==> src/design/gpr_pkg.sv <==
// Shared constants, types and state codes of the pyramid reduce block.
package gpr_pkg;

  localparam int unsigned GPR_MAX_WIDTH  = 1024;
  localparam int unsigned GPR_MAX_HEIGHT = 1024;
  localparam int unsigned GPR_PIXEL_BITS = 16;

  localparam int unsigned STORE_ROWS = 5;
  localparam int unsigned REG_DIM_W  = 11;
  localparam int unsigned TAP_W      = 16;
  localparam int unsigned CFG_DATA_W = 16;
  localparam int unsigned CFG_IDX_W  = 3;
  localparam int unsigned OUT_W      = 16;
  localparam int unsigned COORD_W    = 9;

  localparam logic [CFG_IDX_W-1:0] REG_IMAGE_WIDTH  = 3'd0;
  localparam logic [CFG_IDX_W-1:0] REG_IMAGE_HEIGHT = 3'd1;
  localparam logic [CFG_IDX_W-1:0] REG_TAP_CENTER   = 3'd2;
  localparam logic [CFG_IDX_W-1:0] REG_TAP_NEAR     = 3'd3;
  localparam logic [CFG_IDX_W-1:0] REG_TAP_FAR      = 3'd4;

  localparam logic [REG_DIM_W-1:0] RST_IMAGE_WIDTH  = 11'd1024;
  localparam logic [REG_DIM_W-1:0] RST_IMAGE_HEIGHT = 11'd1024;
  localparam logic [TAP_W-1:0]     RST_TAP_CENTER   = 16'd26214;
  localparam logic [TAP_W-1:0]     RST_TAP_NEAR     = 16'd16384;
  localparam logic [TAP_W-1:0]     RST_TAP_FAR      = 16'd3277;

  typedef enum logic [2:0] {
    ST_IDLE,
    ST_SCAN,
    ST_DRAIN,
    ST_LAUNCH,
    ST_DIV
  } gpr_state_e;

  // Side information carried along the divider chain with each result
  typedef struct packed {
    logic               vld;
    logic [COORD_W-1:0] col;
    logic [COORD_W-1:0] row;
    logic               last;
    logic               zero;
  } gpr_tag_t;

endpackage

==> src/design/gpr_div_cell.sv <==
// One restoring-division cell: settles one quotient bit and passes the remainder on.
module gpr_div_cell import gpr_pkg::*; #(
  parameter int unsigned NUM_W = 53,
  parameter int unsigned DEN_W = 37,
  parameter int unsigned Q_W   = 16,
  parameter int unsigned SHIFT = 0
) (
  input  logic             clk_i,
  input  logic             rst_ni,
  input  gpr_tag_t         tag_i,
  input  logic [NUM_W-1:0] rem_i,
  input  logic [DEN_W-1:0] den_i,
  input  logic [Q_W-1:0]   quo_i,
  output gpr_tag_t         tag_o,
  output logic [NUM_W-1:0] rem_o,
  output logic [DEN_W-1:0] den_o,
  output logic [Q_W-1:0]   quo_o
);

  logic [NUM_W-1:0]   sh;
  logic               ge;
  logic [NUM_W-1:0]   rem_d;
  logic [Q_W-1:0]     quo_d;
  logic               vld_q;
  logic [COORD_W-1:0] col_q;
  logic [COORD_W-1:0] row_q;
  logic               last_q;
  logic               zero_q;
  logic [NUM_W-1:0]   rem_q;
  logic [DEN_W-1:0]   den_q;
  logic [Q_W-1:0]     quo_q;

  always_comb begin
    sh    = NUM_W'(den_i) << SHIFT;
    ge    = rem_i >= sh;
    rem_d = ge ? rem_i - sh : rem_i;
    quo_d = quo_i;
    quo_d[SHIFT] = ge;
  end

  always_ff @(posedge clk_i or negedge rst_ni) begin
    if (!rst_ni) begin
      vld_q <= 1'b0;
    end else begin
      vld_q <= tag_i.vld;
    end
  end

  always_ff @(posedge clk_i) begin
    col_q  <= tag_i.col;
    row_q  <= tag_i.row;
    last_q <= tag_i.last;
    zero_q <= tag_i.zero;
    rem_q  <= rem_d;
    den_q  <= den_i;
    quo_q  <= quo_d;
  end

  assign tag_o.vld  = vld_q;
  assign tag_o.col  = col_q;
  assign tag_o.row  = row_q;
  assign tag_o.last = last_q;
  assign tag_o.zero = zero_q;
  assign rem_o = rem_q;
  assign den_o = den_q;
  assign quo_o = quo_q;

endmodule
==> config.mk <==
export PLATFORM = sky130hd
export DESIGN_NAME = gpr_div_cell
export DESIGN_NICKNAME = d
export VERILOG_FILES = /design/src/design/gpr_pkg.sv /design/src/design/gpr_div_cell.sv
export SDC_FILE = /design/constraint.sdc
export NUM_CORES = 1
export LEC_CHECK = 0
export BUFFER_PORTS_ARGS = -buffer_cell sky130_fd_sc_hd__buf_2
export CAP_MARGIN = 15
export CORE_AREA = 2 2 118 148
export CTS_BUF_LIST = sky130_fd_sc_hd__clkbuf_16
export CTS_CLUSTER_DIAMETER = 80
export DETAILED_ROUTE_END_ITERATION = 10
export DIE_AREA = 0 0 120 150
export PLACE_DENSITY_LB_ADDON = 0.1
export SETUP_SLACK_MARGIN = 0.3
export SYNTH_ARGS = -nofsm -noshare
export SYNTH_HDL_FRONTEND = slang
export SYNTH_SLANG_ARGS = --single-unit
==> constraint.sdc <==
create_clock -name clk_i -period 0.8 [get_ports clk_i]
set_clock_uncertainty 0.1 [all_clocks]
set_input_delay 0.12 -clock clk_i [delete_from_list [all_inputs] [get_ports clk_i]]
set_output_delay 0.12 -clock clk_i [all_outputs]
set_load 0.01 [all_outputs]
Word level (Yosys, flattened, before mapping). Cells that the tools add are included.

Flip-flop bits (word level): 127. Bits of input ports: 129. Output and inout port bits: 127. Word-level logic and storage cells: 11.

$add $sub $neg: 1. Order comparisons: 1. Muxes and demuxes: 1.

Operators with widths (count): $ge A53 B37 Y1 (1); $mux W53 (1); $sub A53 B37 Y53 (1).

Depth between registers and ports, before layout. Gate-level depths: netlist of the first run.

Depth in word-level cells: 2. Mapped depth: 13. Depth with buffers taken out: 11.

Worst setup path after synthesis of the first run. Ideal clock, no wire load.

Path type: in2reg. From: in den_i[36]. To: reg rem_q[27] (netlist: rem_o[27]). Library setup time: 0.121 ns. Data arrival time: 2.436 ns. Setup slack: -1.857 ns. Stages on the path: 11. Cells stage by stage: inv_1 > ha_1 > clkbuf_1 > a21o_1 > or2_2 > a2111oi_1 > nand3b_2 > a31oi_4 > inv_4 > buf_6 > mux2_4.

Longest elaborated chain between the ends: 2.

Ends and longest elaborated chain: from (decl) (line gpr_div_cell.sv:12) `input logic [DEN_W-1:0] den_i,`; $ge A53 B37 Y1 (line gpr_div_cell.sv:35) `ge = rem_i >= sh;`; $mux W53 (line gpr_div_cell.sv:36) `rem_d = ge ? rem_i - sh : rem_i;`; via rem_d[27] (line gpr_div_cell.sv:22) `logic [NUM_W-1:0] rem_d;`; to (signal assigned) (line gpr_div_cell.sv:54) `rem_q <= rem_d;`; to (decl) (line gpr_div_cell.sv:29) `logic [NUM_W-1:0] rem_q;`.

The timed path passes the listed nets, and every way through them passes these cells.

Worst setup path after layout of the first run.
From: in rem_i[0]. To: reg rem_q[38] (netlist: rem_o[38]).

Longest elaborated chain between the ends: 2. Elaborated cells on any way between the ends: 3. Classes of those cells: add/sub: 1; order compare: 1; mux: 1.

Ends and longest elaborated chain: from (decl) (line gpr_div_cell.sv:11) `input logic [NUM_W-1:0] rem_i,`; $sub A53 B37 Y53 / $ge A53 B37 Y1 (equally long branches) (line gpr_div_cell.sv:36, gpr_div_cell.sv:35); $mux W53 * (line gpr_div_cell.sv:36); via rem_d[38] (line gpr_div_cell.sv:22).

Mark *: on every way through the listed nets, which the timed path passes. The rest lies on a longest branch.

==> results.toml, run 1 <==
[status]
outcome = "complete, but fails checks"
violations = "hold timing, setup timing"

[layout]
fillers = 1324
layout_common_cells = "186 x buf_4, 160 x buf_6, 122 x dfxtp_2"
final_common_cell = "buf_4"
nets = 1255
final_area_sq_mm = 0.0116
layout-drive-gt1-share = 0.733
area_delta_synth_final_pct = 104
area.sequential_sq_mm = 0.00270
multi_input_area_sq_mm = 0.00385

[pwr]
p_per_area_mw_per_mm2 = 1900
power.internal_mw = 15.7
power.leakage_nw = 5.30
netSwitchingPower_mw = 6.30
power_frac_clock = 0.349
ir_drop_mv = 1.33
comb_power_share = 0.311
power_switching_share = 0.286
pwr-share-seq = 0.340

[worst_setup_path]
endpoint = "rem_o[38]"
critical_path_class = "in2reg"
worst-path-max-fanout = 7
crit_path_cell_trace = "buf_8 -> inv_4 -> ha_4 -> fa_2 -> o21ai_2 -> a41oi_2 -> o31a_1 -> o211ai_1 -> a41o_1 -> a2111oi_4 -> buf_6 -> buf_6 -> xor2_1"
worstPathArrival_ns = 2.53
critPathLaunch = "rem_i[0]"
crit_cells = 13
path_buf_inv = 4
crit_family = "compound AO/OA/AOI/OAI gates"
cp_slowest_cell = "o211ai_1"
crit_required_ns = 1.01
endpoint_kind = "register"
critPathLaunchType = "input port"
max_stage_delay_ns = 0.36
crit_top_cell = "buf_6"

[floorplanning]
die_h_um = 150
row_count = 53
dieWidth_um = 120
start_util = 0.342
core_area_sq_mm = 0.0166
io_pins = 256
fp.dieArea_sq_mm = 0.0180

[timing]
rsz0062_at_grt = "true"
setup_viol = 181
tns_ns = -106.11
clock.fmax_mhz = 431
min_period_over_period = 2.90
hold_viol = 127
tightestPinTransition_ns = 0.475
fin_ws_ns = -1.52
final_max_slew_viol_count = 0
slew-limit-headroom = 0.680
timing.hold.ws_ns = -0.307
fin_crit_ns = 2.32

[hold_path]
min_from = "tag_i[12]"
min_path_type = "in2reg"

[clock_tree]
clk_path_buf_depth = 2
cts_tree = "done"
h-tree-depth = 4
numCtsBuffers = 17
cts_root_buf = "clkbuf_16"
clock-sinks = 127
cts_hold_buf = 1
clk_pin_slew_ns = 0.06

[drt]
drt-wirelength-per-cell_um = 15.9
vias_per_cell = 4.78
drt_iter0_markers = 191
num_vias = 6324
first_pass_iters = 4
wl_um = 21100
drcViolationCount = 0
ant_nets = 0

[yosys]
ys.flop_type = "dfxtp_1"
avgSynthCellArea_sq_um = 9.13
ys_ff_latch = 127
netlist_instances = 624
synth-edff-count = 0
yosys_warnings = 0
syn-num-nets = 791
synth_area_sq_mm = 0.00569
yosysSeqAreaShare = 0.447
synth.distinct_cells = 63
ys_async_sr_fraction = 0.00787

[global_route]
gr-total-overflow = 0
antenna_found_initial = 1
grt_pass1_wl_um = 31400
track_usage = 0.222
grt_max_degree = 17
grt_pass1_vias = 6626

[placement]
port_buffers = 254
hpwl_um = 15300
placed_area_sq_mm = 0.00891
gp_congestion = 0.857

[job]
maxCapViolations = 0
## worst min path at each step
stage / to / depth (start not counted)
floorplan: vld_q / 0
global placement: vld_q / 1
detailed placement: vld_q / 1
CTS: den_o[7] / 1
global route: zero_q / 1
finish: col_q[1] / 1
## cell families after synthesis
logic type      after synthesis  synth area share
compound gates              147             0.162
simple gates                177             0.151
xor+xnor                     49            0.0754
flops                       127             0.447
buf+inv                      75            0.0560
mux                          11            0.0242
fa+ha+maj                    38            0.0848
## final cells by class
type,count,area share
repair buffers,471,0.339
diodes,1,0.000215
clock buffers,17,0.0366
multi-input cells,422,0.332
flip-flops and latches,127,0.232
well taps,220,0.0237
inverters,46,0.0192
clock inverters,15,0.0139
repair inverters,3,0.00377
## layer usage
layer | wire length [um] | GRT usage | part of all wire
met5 | 0 | 0 | 0
met4 | 452 | 0.0935 | 0.021
met3 | 999 | 0.0511 | 0.047
met2 | 11800 | 0.431 | 0.56
met1 | 7870 | 0.226 | 0.37
## power by group through the flow
stage               sequential [mW]  clock, mW  combinational [mW]
floorplan                      7.83          0                2.27
global route                   7.54       8.18                7.34
global placement               7.44          0                5.10
detailed placement             7.45          0                5.14
finish                         7.49       7.70                6.85
CTS                            7.49       7.88                6.29
## cells in the mapped netlist (2+ instances only)
cell type,instances,area [sq um]
nand2_1,44,165
o31ai_1,4,30.0
clkbuf_1,22,82.6
a31oi_1,4,25.0
nor2_1,56,210
a21o_1,7,52.6
nand3b_1,2,15.0
o21a_1,4,30.0
or4_1,3,22.5
nor4b_1,2,17.5
and2_1,2,12.5
o211ai_1,3,22.5
a41o_1,2,20.0
dfxtp_1,126,2520
ha_1,37,463
nand2b_1,5,31.3
or3_1,2,12.5
nor2b_1,4,25.0
buf_4,3,22.5
nor3_1,13,65.1
a311o_1,2,20.0
mux2_2,6,67.6
or2_2,2,12.5
xnor2_1,29,254
xor2_1,20,175
o21bai_1,7,52.6
buf_6,3,33.8
and3_1,3,18.8
nor4_1,6,37.5
nand3_1,13,65.1
nand4_1,14,87.6
inv_1,44,165
mux2_4,4,60.1
a211oi_1,5,37.5
a21oi_1,66,330
o22ai_1,2,12.5
o21ai_0,27,135
## per-stage QoR
stage / setup slack (ns) / util / power [mW] / instances
after detailed placement: -2.06 / 0.535 / 12.6 / 1241
after global placement: -2.06 / 0.535 / 12.5 / 1241
final: -1.52 / 0.698 / 22.0 / 1322
after floorplan: -1.57 / - / 10.1 / 624
after CTS: -1.44 / 0.658 / 21.7 / 1301
after global routing: -1.57 / 0.698 / 23.1 / 1322
## repair_timing
action,CTS,global route
pin swaps,41,52
hold endpoints to repair,127,126
resized for setup,250,121
endpoints found under the setup margin,181,181
gates cloned,3,0
buffers inserted,24,20
## state kept, by name, summed over array words and instances (netlist names)
| name | cells |
|---|---|
| last_q | 1 |
| rem_o | 53 |
| col_q | 9 |
| den_o | 37 |
| zero_q | 1 |
| quo_o | 16 |
| vld_q | 1 |
| row_q | 9 |
Power figures use the tool's default switching activity.
==> inputs of run 2 (changes only) <==
Settings changed: ABC_AREA from default to 1, BUFFER_PORTS_ARGS -buffer_cell sky130_fd_sc_hd__buf_2 to default, CORE_AREA 2 2 118 148 to 2 2 134 169, DIE_AREA 0 0 120 150 to 0 0 136 171, DONT_BUFFER_PORTS from default to 1.
==> run 2 against run 1 <==
The flow still finishes with violations (hold timing, setup timing). Design area increased by 3.2%. Clock power hardly changed. Fmax increased by 52%. Setup slack improved by 0.80 ns. Critical path depth up 4. Global-route usage grew 1.6 points. Flip-flop and latch count unchanged.
==> results.toml, run 2 <==
[yosys]
yosys_warnings = 0
ys_ff_latch = 127
synth_top_area_cell = "dfxtp_1"
netlist_instances = 1182
yosysMostFrequentCell = "nand2_1"
yosysSeqAreaShare = 0.340
avgSynthCellArea_sq_um = 6.33
ys.flop_type = "dfxtp_1"
ys_async_sr_fraction = 0.00787
synth.distinct_cells = 33
synthTopCellsByCount = "451 x nand2_1, 254 x inv_1, 126 x dfxtp_1, 92 x nor2_1, 62 x nand3_1"
syn-num-nets = 1349
synthTopCellsByArea = "dfxtp_1 34%, nand2_1 23%, inv_1 13%"
synth-edff-count = 0
netlist.area_leader.share = 0.337
synth_area_sq_mm = 0.00748

[timing]
timing.hold.ws_ns = -0.394
setup_viol = 181
clock.fmax_mhz = 657
min_period_over_period = 1.90
slew-limit-headroom = 0.759
fin_ws_ns = -0.721
tightestPinTransition_ns = 0.360
tns_ns = -61.43
fin_crit_ns = 1.52
hold_viol = 59
rsz0062_at_grt = "true"
final_max_slew_viol_count = 0

[global_route]
grt_max_degree = 24
grt_pass1_wl_um = 41000
grt_pass1_vias = 7750
antenna_found_initial = 0
gr-total-overflow = 0
track_usage = 0.238

[clock_tree]
clk_path_buf_depth = 2
h-tree-depth = 4
cts_root_buf = "clkbuf_16"
clk_pin_slew_ns = 0.06
clock-sinks = 127
cts_tree = "done"
numCtsBuffers = 17

[placement]
placed_area_sq_mm = 0.00980
hpwl_um = 22800
port_buffers = 0
gp_congestion = 0.906

[drt]
drcViolationCount = 0
ant_nets = 0
vias_per_cell = 4.42
drt_iter0_markers = 339
first_pass_iters = 5
drt-wirelength-per-cell_um = 15.9
wl_um = 28000
num_vias = 7787

[worst_setup_path]
endpoint_kind = "register"
crit_required_ns = 1.02
endpoint = "rem_o[2]"
worstPathArrival_ns = 1.75
critPathLaunch = "den_i[21]"
critPathLaunchType = "input port"
critical_path_class = "in2reg"
worst-path-max-fanout = 9

[hold_path]
min_path_type = "in2reg"

[floorplanning]
io_pins = 256
start_util = 0.343
row_count = 61
dieWidth_um = 136
die_h_um = 171
fp.dieArea_sq_mm = 0.0233
core_area_sq_mm = 0.0218

[layout]
antenna_cells = 0
fillers = 2186
final_area_sq_mm = 0.0120
layout-drive-gt1-share = 0.411
utilization = 0.550
area_delta_synth_final_pct = 60.3
nets = 1631
final_common_cell = "nand2_1"
largest_reg_flops = 53
layout_common_cells = "364 x nand2_1, 231 x inv_1, 183 x buf_4"

[pwr]
p_per_area_mw_per_mm2 = 1730
power.leakage_nw = 5.98
total_power_mw = 20.7
ir_drop_mv = 1.43

[status]
violations = "hold timing, setup timing"
outcome = "complete, but fails checks"

[job]
maxCapViolations = 0
run 2: changes by cell type in the layout (fill, tap and decap cells not counted), sizes merged, moves of 6 or more:
cell,delta
nor4,-6
dlygate4sd3,+68
o21bai,-7
xnor2,-9
inv,+216
mux2,-10
a21o,-7
nor2,+45
xor2,-17
nand3,+50
a21oi,-39
nor3,-6
nand2,+412
buf,-266
run 2: worst min path at each step:
| stage | from | endpoint | slack, ns | depth (start not counted) |
|---|---|---|---|---|
| 3_5_place_dp | rst_ni | vld_q | -0.28 | 0 |
| 4_1_cts | den_i[30] | den_o[30] | -0.42 | 0 |
| 2_1_floorplan | rst_ni | vld_q | -0.28 | 0 |
| 3_3_place_gp | rst_ni | vld_q | -0.28 | 0 |
| 5_1_grt | den_i[36] | den_o[36] | -0.42 | 0 |
| 6_report | den_i[36] | den_o[36] | -0.39 | 0 |
run 2: layer usage:
layer / GRT usage / up-vias / part of all wire
li1: - / 4102 / -
met1: 0.248 / 3406 / 0.38
met2: 0.456 / 244 / 0.53
met3: 0.0578 / 35 / 0.064
met4: 0.0865 / 0 / 0.025
met5: 0 / - / 0
run 2: logic make-up after synthesis:
| group | count (synthesis) | share of synthesized area |
|---|---|---|
| adders and majority gates | 38 | 0.0645 |
| xor gates and xnor gates | 23 | 0.0269 |
| buffers and inverters | 273 | 0.147 |
| and+or+nand+nor | 662 | 0.364 |
| DFF | 127 | 0.340 |
| AOI/OAI and AO/OA | 59 | 0.0564 |
run 2: through the flow:
stage | worst slack (ns) | cells
finish | -0.721 | 1760
global route | -0.795 | 1760
CTS | -0.641 | 1754
detailed placement | -1.23 | 1624
global placement | -1.26 | 1624
floorplan | -0.882 | 1182
run 2: timing repair:
action                                  CTS  global route
resized for setup                       152            31
endpoints found under the hold margin   127            62
hold buffers                             66             3
gates cloned                              2             2
endpoints found under the setup margin  181           181
buffers inserted                         30             1
pin swaps                                46            12
run 2: cell type report:
type                    count  area (sq um)  share of cell area
flip-flops and latches    127          2720               0.227
inverters                 261          1040              0.0870
well taps                 283           354              0.0295
multi-input cells         782          4850               0.404
clock inverters            15           151              0.0126
clock buffers              17           425              0.0355
repair buffers            275          2450               0.204
run 2: worst max-delay path, cell delays in order:
cell and delay [ns]:
inv_12 0.01, ha_4 0.24, nand2_2 0.08, inv_2 0.04, nand2_2 0.07, nor2_1 0.05, buf_4 0.14, nand2_2 0.08
nor2_2 0.03, nand2_1 0.07, nand2_2 0.09, nor2_4 0.18, nand2_8 0.11, inv_16 0.13, buf_12 0.11, buf_16 0.12
o21ai_2 0.05
run 2: power breakdown:
group | total, mW | internal, mW | switching (mW)
clock network | 7.71 | 4.37 | 3.34
registers | 7.75 | 7.14 | 0.613
logic | 5.26 | 2.62 | 2.65
==> inputs of run 3 (changes only) <==
Settings changed: PLACE_DENSITY_LB_ADDON 0.1 to default.
==> run 3 against run 2 <==
The flow still finishes with violations (hold timing, setup timing). Flip-flop and latch count did not move. Critical path depth fell by 2. Sequential share of layout area fell by 0.42 points. Die area did not move. Sequential power barely moved. First-iteration DRC count rose by 2.7%. Worst hold slack improved by 0.0037 ns. Core utilization rose by 1.0 points. Largest cell class unchanged.
==> results.toml, run 3 (same netlist as run 2, synthesis figures left out) <==
[worst_setup_path]
max_stage_delay_ns = 0.29
worstPathArrival_ns = 1.73
critPathLaunchType = "input port"
critical_path_class = "in2reg"
cp_slowest_cell = "ha_4"
crit_family = "simple AND/OR/NAND/NOR gates"
path_buf_inv = 4
crit_path_cell_trace = "inv_1 -> ha_4 -> nand2_2 -> nor2_4 -> nand2_2 -> nor2_2 -> nand2_2 -> nand3_4 -> nand2_4 -> nand2_8 -> inv_16 -> buf_12 -> buf_8 -> nand2_2 -> o21ai_1"
crit_required_ns = 1.02
crit_top_cell = "nand2_2"
worst-path-max-fanout = 8
endpoint_kind = "register"

[pwr]
power.leakage_nw = 6.07
power_frac_clock = 0.385
total_power_mw = 21.4
pwr-share-seq = 0.361
comb_power_share = 0.254
netSwitchingPower_mw = 6.43
p_per_area_mw_per_mm2 = 1750
power.internal_mw = 15.0
ir_drop_mv = 1.49
power_switching_share = 0.300

[timing]
fin_crit_ns = 1.51
fin_ws_ns = -0.707
tightestPinTransition_ns = 0.364
setup_viol = 181
hold_viol = 56
rsz0062_at_grt = "true"
tns_ns = -58.80
min_period_over_period = 1.88
slew-limit-headroom = 0.755
final_max_slew_viol_count = 0
timing.hold.ws_ns = -0.390
clock.fmax_mhz = 664

[floorplanning]
dieWidth_um = 136
core_area_sq_mm = 0.0218
io_pins = 256
row_count = 61
die_h_um = 171
fp.dieArea_sq_mm = 0.0233
start_util = 0.343

[job]
maxCapViolations = 0

[layout]
layout_common_cells = "352 x nand2_1, 228 x inv_1, 186 x buf_4"
antenna_cells = 0
area_delta_synth_final_pct = 63.3
layout-drive-gt1-share = 0.434
largest_reg_flops = 53
final_common_cell = "nand2_1"
nets = 1637

[clock_tree]
clk_path_buf_depth = 2
cts_root_buf = "clkbuf_16"
clock-sinks = 127
h-tree-depth = 4
numCtsBuffers = 17
cts_tree = "done"
clk_pin_slew_ns = 0.06

[global_route]
grt_pass1_wl_um = 42800
track_usage = 0.248
antenna_found_initial = 0
grt_max_degree = 19
grt_pass1_vias = 7928
gr-total-overflow = 0

[drt]
drcViolationCount = 0
wl_um = 29300
vias_per_cell = 4.47
drt-wirelength-per-cell_um = 16.6
first_pass_iters = 5
drt_iter0_markers = 348
ant_nets = 0
num_vias = 7901

[placement]
hpwl_um = 23500
port_buffers = 0
gp_congestion = 0.875

[status]
violations = "hold timing, setup timing"
outcome = "complete, but fails checks"

[hold_path]
min_path_type = "in2reg"
==> run 3: area by class of cell <==
| type | instances | area [sq um] |
|---|---|---|
| tap | 283 | 354 |
| timing repair buffer | 281 | 2480 |
| inverter | 261 | 1030 |
| clock inverter | 15 | 191 |
| clock buffer | 17 | 425 |
| fill | 2069 | 9610 |
| sequential | 127 | 2720 |
| multi-input combinational | 782 | 5020 |
==> run 3: worst paths after layout <==
check                         start        end  slack [ns]  cells past startpoint
setup / recovery           den_i[6]  rem_o[31]       -0.71                     15
max in group asynchronous    rst_ni      vld_q        0.69                      1
hold / removal             den_i[0]   den_o[0]       -0.39                      0
min in group asynchronous    rst_ni      vld_q       -0.20                      1
==> run 3: per-stage QoR <==
| stage | area (sq um) | instances | worst slack [ns] | util | hold slack, ns |
|---|---|---|---|---|---|
| 3_5_place_dp | 9760 | 1615 | -1.21 | 0.447 | -0.276 |
| 6_report | 12200 | 1766 | -0.707 | 0.560 | -0.390 |
| 2_1_floorplan | 8260 | 1182 | -0.882 | - | -0.276 |
| 4_1_cts | 11900 | 1752 | -0.693 | 0.544 | -0.410 |
| 5_1_grt | 12200 | 1766 | -0.800 | 0.560 | -0.410 |
| 3_3_place_gp | 9760 | 1615 | -1.20 | 0.447 | -0.276 |
==> run 3: layer usage <==
metal | global-route usage | share of wire
met4 | 0.0928 | 0.029
met5 | 0 | 0
met1 | 0.264 | 0.38
met2 | 0.474 | 0.53
met3 | 0.0510 | 0.057
==> run 3: power groups by stage <==
stage / registers, mW / logic, mW / clock network [mW]
after floorplan: 7.74 / 2.80 / 0
after global placement: 7.87 / 4.43 / 0
after detailed placement: 7.87 / 4.46 / 0
after CTS: 7.76 / 5.20 / 8.36
after global routing: 7.80 / 5.97 / 8.64
final: 7.74 / 5.44 / 8.24
==> run 3: timing repair <==
item | CTS | global route
pin swaps | 27 | 29
buffers inserted | 35 | 10
resized for setup | 147 | 70
endpoints found under the setup margin | 181 | 181
gates cloned | 2 | 0
hold buffers | 68 | 4
hold endpoints to repair | 127 | 60
